--- src/hdl/srfp_pkg.sv ---
// srfp_pkg: request, response and per-port record types for the stepper reply frame parser
// no dependencies; imported by stepper_reply_frame_parser and srfp_checker

package srfp_pkg;

  localparam logic [7:0] FN_POSITION = 8'h36;
  localparam logic [7:0] FN_STATUS   = 8'h3A;
  localparam logic [3:0] LEN_LONG    = 4'd8;
  localparam logic [3:0] LEN_SHORT   = 4'd4;
  localparam logic [7:0] CHECK_RESET = 8'd107;

  localparam logic [2:0] IDX_CODE    = 3'd1;
  localparam logic [2:0] IDX_ARG     = 3'd2;
  localparam logic [2:0] IDX_MAG_LO  = 3'd3;
  localparam logic [2:0] IDX_MAG_HI  = 3'd6;

  typedef struct packed {
    logic [1:0] port;
    logic [7:0] rx_byte;
  } rx_req_t;

  typedef struct packed {
    logic [1:0]         port_out;
    logic               frame_ok;
    logic signed [31:0] position;
    logic               pos_known;
    logic [7:0]         flag_byte;
    logic               flags_known;
    logic [7:0]         command_status;
    logic [31:0]        valid_frames;
    logic [31:0]        invalid_frames;
  } rsp_t;

  typedef struct packed {
    logic [2:0]  cnt;
    logic        is_long;
    logic        is_status;
    logic [7:0]  arg;
    logic [31:0] mag;
  } ctx_t;

  typedef struct packed {
    logic signed [31:0] position;
    logic               pos_seen;
    logic [7:0]         status;
    logic               status_seen;
    logic [7:0]         ack;
    logic [31:0]        good;
    logic [31:0]        bad;
  } stats_t;

endpackage

--- src/hdl/stepper_reply_frame_parser.sv ---
// stepper_reply_frame_parser: per-port reply frame assembly, check and decode
// depends on srfp_pkg; frame context and port statistics live in two PORTS-deep memories
// response path: a completing byte passes the s1 read register, then the output register
// throughput: one request per cycle, same port back to back, via a one-entry write forward;
// a held response stalls the input only while the byte being updated ends a frame
// reset: synchronous; clears per-entry valid bits, loads check_byte with 107, empties pipeline

module stepper_reply_frame_parser import srfp_pkg::*; #(
  parameter int PORTS = 4
) (
  input  logic    clk,
  input  logic    rst,
  input  logic    rx_valid,
  output logic    rx_ready,
  input  rx_req_t rx_data,
  output logic    rsp_valid,
  input  logic    rsp_ready,
  output rsp_t    rsp_data,
  input  logic    cfg_valid,
  output logic    cfg_ready,
  input  logic [7:0] cfg_data
);

  localparam int AW = (PORTS > 1) ? $clog2(PORTS) : 1;

  logic [7:0] check_byte;

  ctx_t   ctx_mem   [PORTS];
  stats_t stats_mem [PORTS];
  logic [PORTS-1:0] ent_valid;

  logic          s1_valid;
  logic [AW-1:0] s1_addr;
  logic [1:0]    s1_port;
  logic [7:0]    s1_byte;
  ctx_t          ctx_rd;
  stats_t        stats_rd;
  logic          rd_valid;

  logic          fwd_valid;
  logic [AW-1:0] fwd_addr;
  ctx_t          fwd_ctx;
  stats_t        fwd_stats;

  ctx_t          ctx_cur;
  ctx_t          ctx_new;
  stats_t        stats_cur;
  stats_t        stats_new;
  logic [3:0]    cnt_next;
  logic [3:0]    frame_len;
  logic          done;
  logic          ok;
  logic          s1_go;
  logic          rx_take;
  logic          rx_in_range;
  logic [AW-1:0] rx_addr;

  assign cfg_ready = 1'b1;

  always_ff @(posedge clk) begin
    if (rst) begin
      check_byte <= CHECK_RESET;
    end else if (cfg_valid) begin
      check_byte <= cfg_data;
    end
  end

  assign rx_addr     = AW'(rx_data.port);
  assign rx_in_range = {30'd0, rx_data.port} < 32'(PORTS);
  assign rx_take     = rx_valid && rx_ready;
  assign s1_go       = s1_valid && (!done || !rsp_valid || rsp_ready);
  assign rx_ready    = !s1_valid || s1_go;

  // memory read port
  always_ff @(posedge clk) begin
    if (rx_take) begin
      ctx_rd   <= ctx_mem[rx_addr];
      stats_rd <= stats_mem[rx_addr];
      rd_valid <= ent_valid[rx_addr];
      s1_addr  <= rx_addr;
      s1_port  <= rx_data.port;
      s1_byte  <= rx_data.rx_byte;
    end
  end

  always_ff @(posedge clk) begin
    if (rst) begin
      s1_valid <= 1'b0;
    end else if (rx_take) begin
      s1_valid <= rx_in_range;
    end else if (s1_go) begin
      s1_valid <= 1'b0;
    end
  end

  // forward the write that landed in the same cycle as the read
  always_comb begin
    if (fwd_valid && fwd_addr == s1_addr) begin
      ctx_cur   = fwd_ctx;
      stats_cur = fwd_stats;
    end else if (rd_valid) begin
      ctx_cur   = ctx_rd;
      stats_cur = stats_rd;
    end else begin
      ctx_cur   = '0;
      stats_cur = '0;
    end
  end

  always_comb begin
    ctx_new     = ctx_cur;
    stats_new   = stats_cur;
    cnt_next    = {1'b0, ctx_cur.cnt} + 4'd1;
    ctx_new.cnt = cnt_next[2:0];
    if (ctx_cur.cnt == IDX_CODE) begin
      ctx_new.is_long   = (s1_byte == FN_POSITION);
      ctx_new.is_status = (s1_byte == FN_STATUS);
    end
    if (ctx_cur.cnt == IDX_ARG) begin
      ctx_new.arg = s1_byte;
    end
    if (ctx_cur.cnt >= IDX_MAG_LO && ctx_cur.cnt <= IDX_MAG_HI) begin
      ctx_new.mag = {ctx_cur.mag[23:0], s1_byte};
    end
    frame_len = ctx_new.is_long ? LEN_LONG : LEN_SHORT;
    done      = (cnt_next == frame_len);
    ok        = (s1_byte == check_byte);
    if (done) begin
      ctx_new.cnt     = '0;
      ctx_new.is_long = 1'b0;
      if (ok) begin
        if (ctx_cur.is_long) begin
          stats_new.position = (ctx_cur.arg != 8'd0) ? $signed(32'd0 - ctx_cur.mag)
                                                     : $signed(ctx_cur.mag);
          stats_new.pos_seen = 1'b1;
        end else if (ctx_cur.is_status) begin
          stats_new.status      = ctx_cur.arg;
          stats_new.status_seen = 1'b1;
        end else begin
          stats_new.ack = ctx_cur.arg;
        end
        stats_new.good = stats_cur.good + 32'd1;
      end else begin
        stats_new.bad = stats_cur.bad + 32'd1;
      end
    end
  end

  // memory write port
  always_ff @(posedge clk) begin
    if (s1_go) begin
      ctx_mem[s1_addr]   <= ctx_new;
      stats_mem[s1_addr] <= stats_new;
      fwd_addr           <= s1_addr;
      fwd_ctx            <= ctx_new;
      fwd_stats          <= stats_new;
    end
  end

  always_ff @(posedge clk) begin
    if (rst) begin
      ent_valid <= '0;
      fwd_valid <= 1'b0;
    end else if (s1_go) begin
      ent_valid[s1_addr] <= 1'b1;
      fwd_valid          <= 1'b1;
    end
  end

  // output register
  always_ff @(posedge clk) begin
    if (rst) begin
      rsp_valid <= 1'b0;
    end else if (s1_go && done) begin
      rsp_valid <= 1'b1;
    end else if (rsp_ready) begin
      rsp_valid <= 1'b0;
    end
  end

  always_ff @(posedge clk) begin
    if (s1_go && done) begin
      rsp_data.port_out       <= s1_port;
      rsp_data.frame_ok       <= ok;
      rsp_data.position       <= stats_new.position;
      rsp_data.pos_known      <= stats_new.pos_seen;
      rsp_data.flag_byte      <= stats_new.status;
      rsp_data.flags_known    <= stats_new.status_seen;
      rsp_data.command_status <= stats_new.ack;
      rsp_data.valid_frames   <= stats_new.good;
      rsp_data.invalid_frames <= stats_new.bad;
    end
  end

endmodule

--- config.mk ---
export PLATFORM = sky130hd
export DESIGN_NAME = stepper_reply_frame_parser
export DESIGN_NICKNAME = d
export VERILOG_FILES = /design/src/hdl/srfp_pkg.sv /design/src/hdl/stepper_reply_frame_parser.sv
export SDC_FILE = /design/constraint.sdc
export NUM_CORES = 1
export LEC_CHECK = 0
export BUFFER_PORTS_ARGS = -buffer_cell sky130_fd_sc_hd__buf_2
export CAP_MARGIN = 30
export CORE_MARGIN = 2
export CORE_UTILIZATION = 30
export DETAILED_ROUTE_END_ITERATION = 6
export PLACE_DENSITY = 0.52
export REMOVE_ABC_BUFFERS = 1
export SYNTH_ARGS = -nofsm -noshare
export SYNTH_HDL_FRONTEND = slang
export SYNTH_SLANG_ARGS = --single-unit
--- constraint.sdc ---
create_clock -name clk -period 17.8 [get_ports clk]
set_input_delay 0.89 -clock clk [delete_from_list [all_inputs] [get_ports clk]]
set_output_delay 0.89 -clock clk [all_outputs]
set_load 0.005 [all_outputs]
==> impl_metrics.csv <==
group,metric,value,unit
outcome,status,"finished, final reports clean",
grt,antenna_found_initial,2,
clocking,cts_tree,"done",
clocking,postCtsSetupBuffers,0,
route,drt_first_pass_iters,5,
finish,area_of_the_multi_input_gates,10300,µm²
grt,globalRouteOverflowTotal,0,
sta,hold_viol,0,
power_and_ir_drop,p_clk_share,41.3,%
clocking,cts_made_buffers,111,
critical_path,crit_top_cell,"buf_4",
clocking,cts.sinks,1099,
placement,io_buffer_count,141,
synthesis,yosys-mux-area-fraction,10.10,%
synthesis,post_synthesis_compound_gate_area_fraction,4.550,%
synthesis,synth_common_cells,"edfxtp_1, nand2_1, mux4_2, a21oi_1, nand3_1",
power_and_ir_drop,power.static_leakage,16.58,nW
synthesis,post-synth-top-count-cell,"edfxtp_1",
critical_path,crit_chain,"xor2_2, nor3_4, o21ai_0, ha_1, o31a_1, nand3_1, and3_1, o21ai_2, o21ai_1, buf_4, nor2_4, buf_4, buf_4",
route,dr.first_iter.drc_count,1984,
power_and_ir_drop,power_report.internal_total,4.410,mW
route,routed_wire_length,108000,µm
die,chip_height,385.7,µm
power_and_ir_drop,pwr-share-seq,52.9,%
die,core_area,145200,µm²
placement,place_worst_setup_slack,11320,ps
finish,syn2layout_area_growth,15.38,%
finish,layout-drive-gt1-share,19.88,%
die,dieWidth,385.7,µm
synthesis,synth_adder_area_share,0.2004,%
critical_path,critical_path.n_buffers_inverters,3,
placement,dp_cells,4441,
synthesis,largest_cells_by_area_after_synthesis,"edfxtp_1, mux4_2, mux2i_1, nand2_1, a21oi_1",
grt,grt.total_usage,14.43,%
die,initial_core_util,30.09,%
synthesis,async_s_r_ff_share_synth,0,%
synthesis,synth_edf_count,1084,
synthesis,synth_top_family_by_area,"multiplexers",
synthesis,synth_seq_cells,1099,
sta,max_slew_margin_vs_limit,37.47,%
route,viasPerCell,4.972,
critical_path,cp_data_required_time,18130,ps
finish,final.fill_count,13680,
finish,design.final.nets,2667,
clocking,insertion_delay,720,ps
clocking,post_cts_resized,0,
critical_path,kind_of_launch_point_of_the_worst_setup_path,"flop",
placement,place_congestion,0.8152,
grt,first_global_vias,23120,
power_and_ir_drop,power.share.combinational,5.8,%
clocking,cts_hold_buf,0,
synthesis,synth_flop_cell,"edfxtp_1",
grt,grt_pass1_wl,159600,µm
synthesis,post_synth_inst_count,2470,
critical_path,worst-path-max-fanout,57,
min_path,worstHoldPathType,"in2reg",
finish,seqCellArea,32850,µm²
critical_path,slowest_delay,800,ps
power_and_ir_drop,switching_share,21.95,%
synthesis,postSynthAreaPerCell,17.69,µm²
clocking,number_of_h_tree_branching_levels,3,
finish,final_cells,4644,
grt,pin_count_of_the_biggest_net_entering_global_routing,135,
power_and_ir_drop,power_per_cell_area,112.1,nW/µm²
sta,grt_setup_unrepaired,"false",
route,drt_drc_violations_left,0,
synthesis,yosys.area.top_type_share,74.49,%
die,ioPinCount,143,
critical_path,data_arrival_time_of_the_critical_path,6810,ps
synthesis,synth.lib_cells_used.distinct,80,
sta,worstMarginPinSlew,937.9,ps
power_and_ir_drop,net-switching-power,1.240,mW
critical_path,crit_slowest_cell,"buf_4",
flow_run,cap_violations,0,
synthesis,post_synth_instance_area,43700,µm²
critical_path,category_of_the_critical_setup_timing_path,"reg2reg",
route,count_of_vias_placed_by_the_detailed_router,23090,
clocking,cell_at_the_root_of_the_clock_tree,"clkbuf_16",
clocking,maximum_count_of_clock_buffers_along_a_single_path,3,
synthesis,yosysWarningCount,0,
synthesis,yosys.area.top_type,"edfxtp_1",
synthesis,synth_simple_gate_area_share,6.339,%
power_and_ir_drop,vdd_ir_drop_max,0.07423,mV
synthesis,synth_xor_xnor_area_share,2.165,%
finish,final_util,34.72,%
critical_path,path_delay_family,"buffers and inverters",
sta,skew,40.87,ps
sta,min_period_over_period,36.40,%
placement,post_dp_hpwl,65100,µm
sta,max_freq,0.1543,GHz
sta,final.setup.worst_slack,11320,ps
sta,slew_viols_final,0,
critical_path,critPathCaptureType,"flop",
sta,setup_viol,0,
die,rows,140,
sta,final_period_minus_worst_setup_slack,6479,ps
route,postRouteAntennaNets,0,
route,post_drt_wl_per_cell,23.25,µm
die,die_area,148700,µm²
clocking,clkTransAtPathRegs,60,ps
synthesis,synth.yosys.seq_area_share,75.18,%
finish,diodes,0,
==> layout make-up <==
type / count / area share, %
clock buffer: 131 / 5.700
inverter: 23 / 0.1812
clock inverter: 72 / 1.437
tap: 1917 / 4.757
multi-input combinational: 1215 / 20.43
timing repair buffer: 187 / 2.338
sequential: 1099 / 65.16
==> worst reg2reg max path: stages, from the launching register on <==
cell      delay, ps
edfxtp_1        550
xor2_2          520
nor3_4          100
o21ai_0         470
ha_1            300
o31a_1          240
nand3_1         290
and3_1          550
o21ai_2         510
o21ai_1         140
buf_4           220
nor2_4          590
buf_4           710
buf_4           820
==> registers in the layout, summed over array words and instances (netlist names) <==
name and flops:
fwd_stats 114, ctx_mem 180, fwd_valid 1, check_byte 8
ent_valid 4, fwd_ctx 45, ctx_rd 45, s1_port 2
stats_rd 114, stats_mem 456, rsp_valid 1, rsp_data 117
s1_valid 1, s1_byte 8, rd_valid 1, fwd_addr 2
==> power groups by stage <==
stage / Sequential [mW] / Combinational, mW / Clock, mW
after floorplan: 3.05 / 0.194 / 0
after global placement: 3.04 / 0.327 / 0
after detailed placement: 3.04 / 0.330 / 0
after CTS: 2.99 / 0.332 / 2.39
after global routing: 3.00 / 0.356 / 2.49
final: 2.99 / 0.326 / 2.33
==> metal layers <==
| layer | routed length [µm] | up-vias | track usage (%) |
|---|---|---|---|
| met1 | 49170 | 12110 | 20.29 |
| met4 | 2110 | 0 | 3.243 |
| met3 | 5775 | 143 | 2.973 |
| met5 | 0 | - | 0 |
| met2 | 50930 | 600 | 22.99 |
| li1 | - | 10240 | - |
==> stage by stage <==
stage	TNS, ps	hold slack [ps]	cell area [µm²]	power, mW
2_1_floorplan	-540480	431.0	43150	3.244
3_3_place_gp	0	464.4	46700	3.371
3_5_place_dp	0	461.4	46820	3.375
4_1_cts	0	359.9	50420	5.714
5_1_grt	0	383.8	50420	5.843
6_report	0	411.3	50420	5.650
==> final timing paths <==
kind / start / endpoint / slack, ps / depth (start not counted)
worst min register to register: ent_valid[0]$_SDFFE_PP0N_ / ent_valid[0]$_SDFFE_PP0N_ / 470 / 2
worst max register to register: s1_port[0]$_DFFE_PP_ / stats_mem[2][29]$_DFFE_PP_ / 11320 / 13
worst max-delay path: s1_port[0]$_DFFE_PP_ / stats_mem[2][29]$_DFFE_PP_ / 11320 / 13
worst min-delay path: cfg_data[0] / check_byte[0]$_SDFFE_PP1P_ / 410 / 2
==> placed cells by master (no fill, tap or decap), types with 9 or more instances in the layout <==
cell       instances
clkbuf_16        112
nor4_1            24
clkinv_2          16
and2_1             9
edfxtp_1        1084
nand3_1           98
dfxtp_1           15
clkbuf_1          19
o41ai_1           10
buf_4             39
o21ai_0           53
xor2_1            39
a31oi_1           28
and3_1            89
and4_1             9
nor2_1            59
xnor2_1           62
mux4_2           160
buf_2            139
o2111ai_1         16
mux2i_1           73
bufinv_16         14
nor3_1            30
clkinv_1          30
nand4_1           18
nand2_1          175
inv_1             21
o21a_1            11
a21oi_1          120
==> cell families (layout without fill, tap and decap cells) <==
logic type,count (synthesis),in the layout
adder cells (fa/ha/maj),7,7
XOR/XNOR,105,105
multiplexers,240,240
buffers and inverters,156,413
other,1,1
AO/OA/AOI/OAI,308,308
flip-flops,1099,1099
AND/OR/NAND/NOR,554,554
Power figures use the tool's default switching activity.
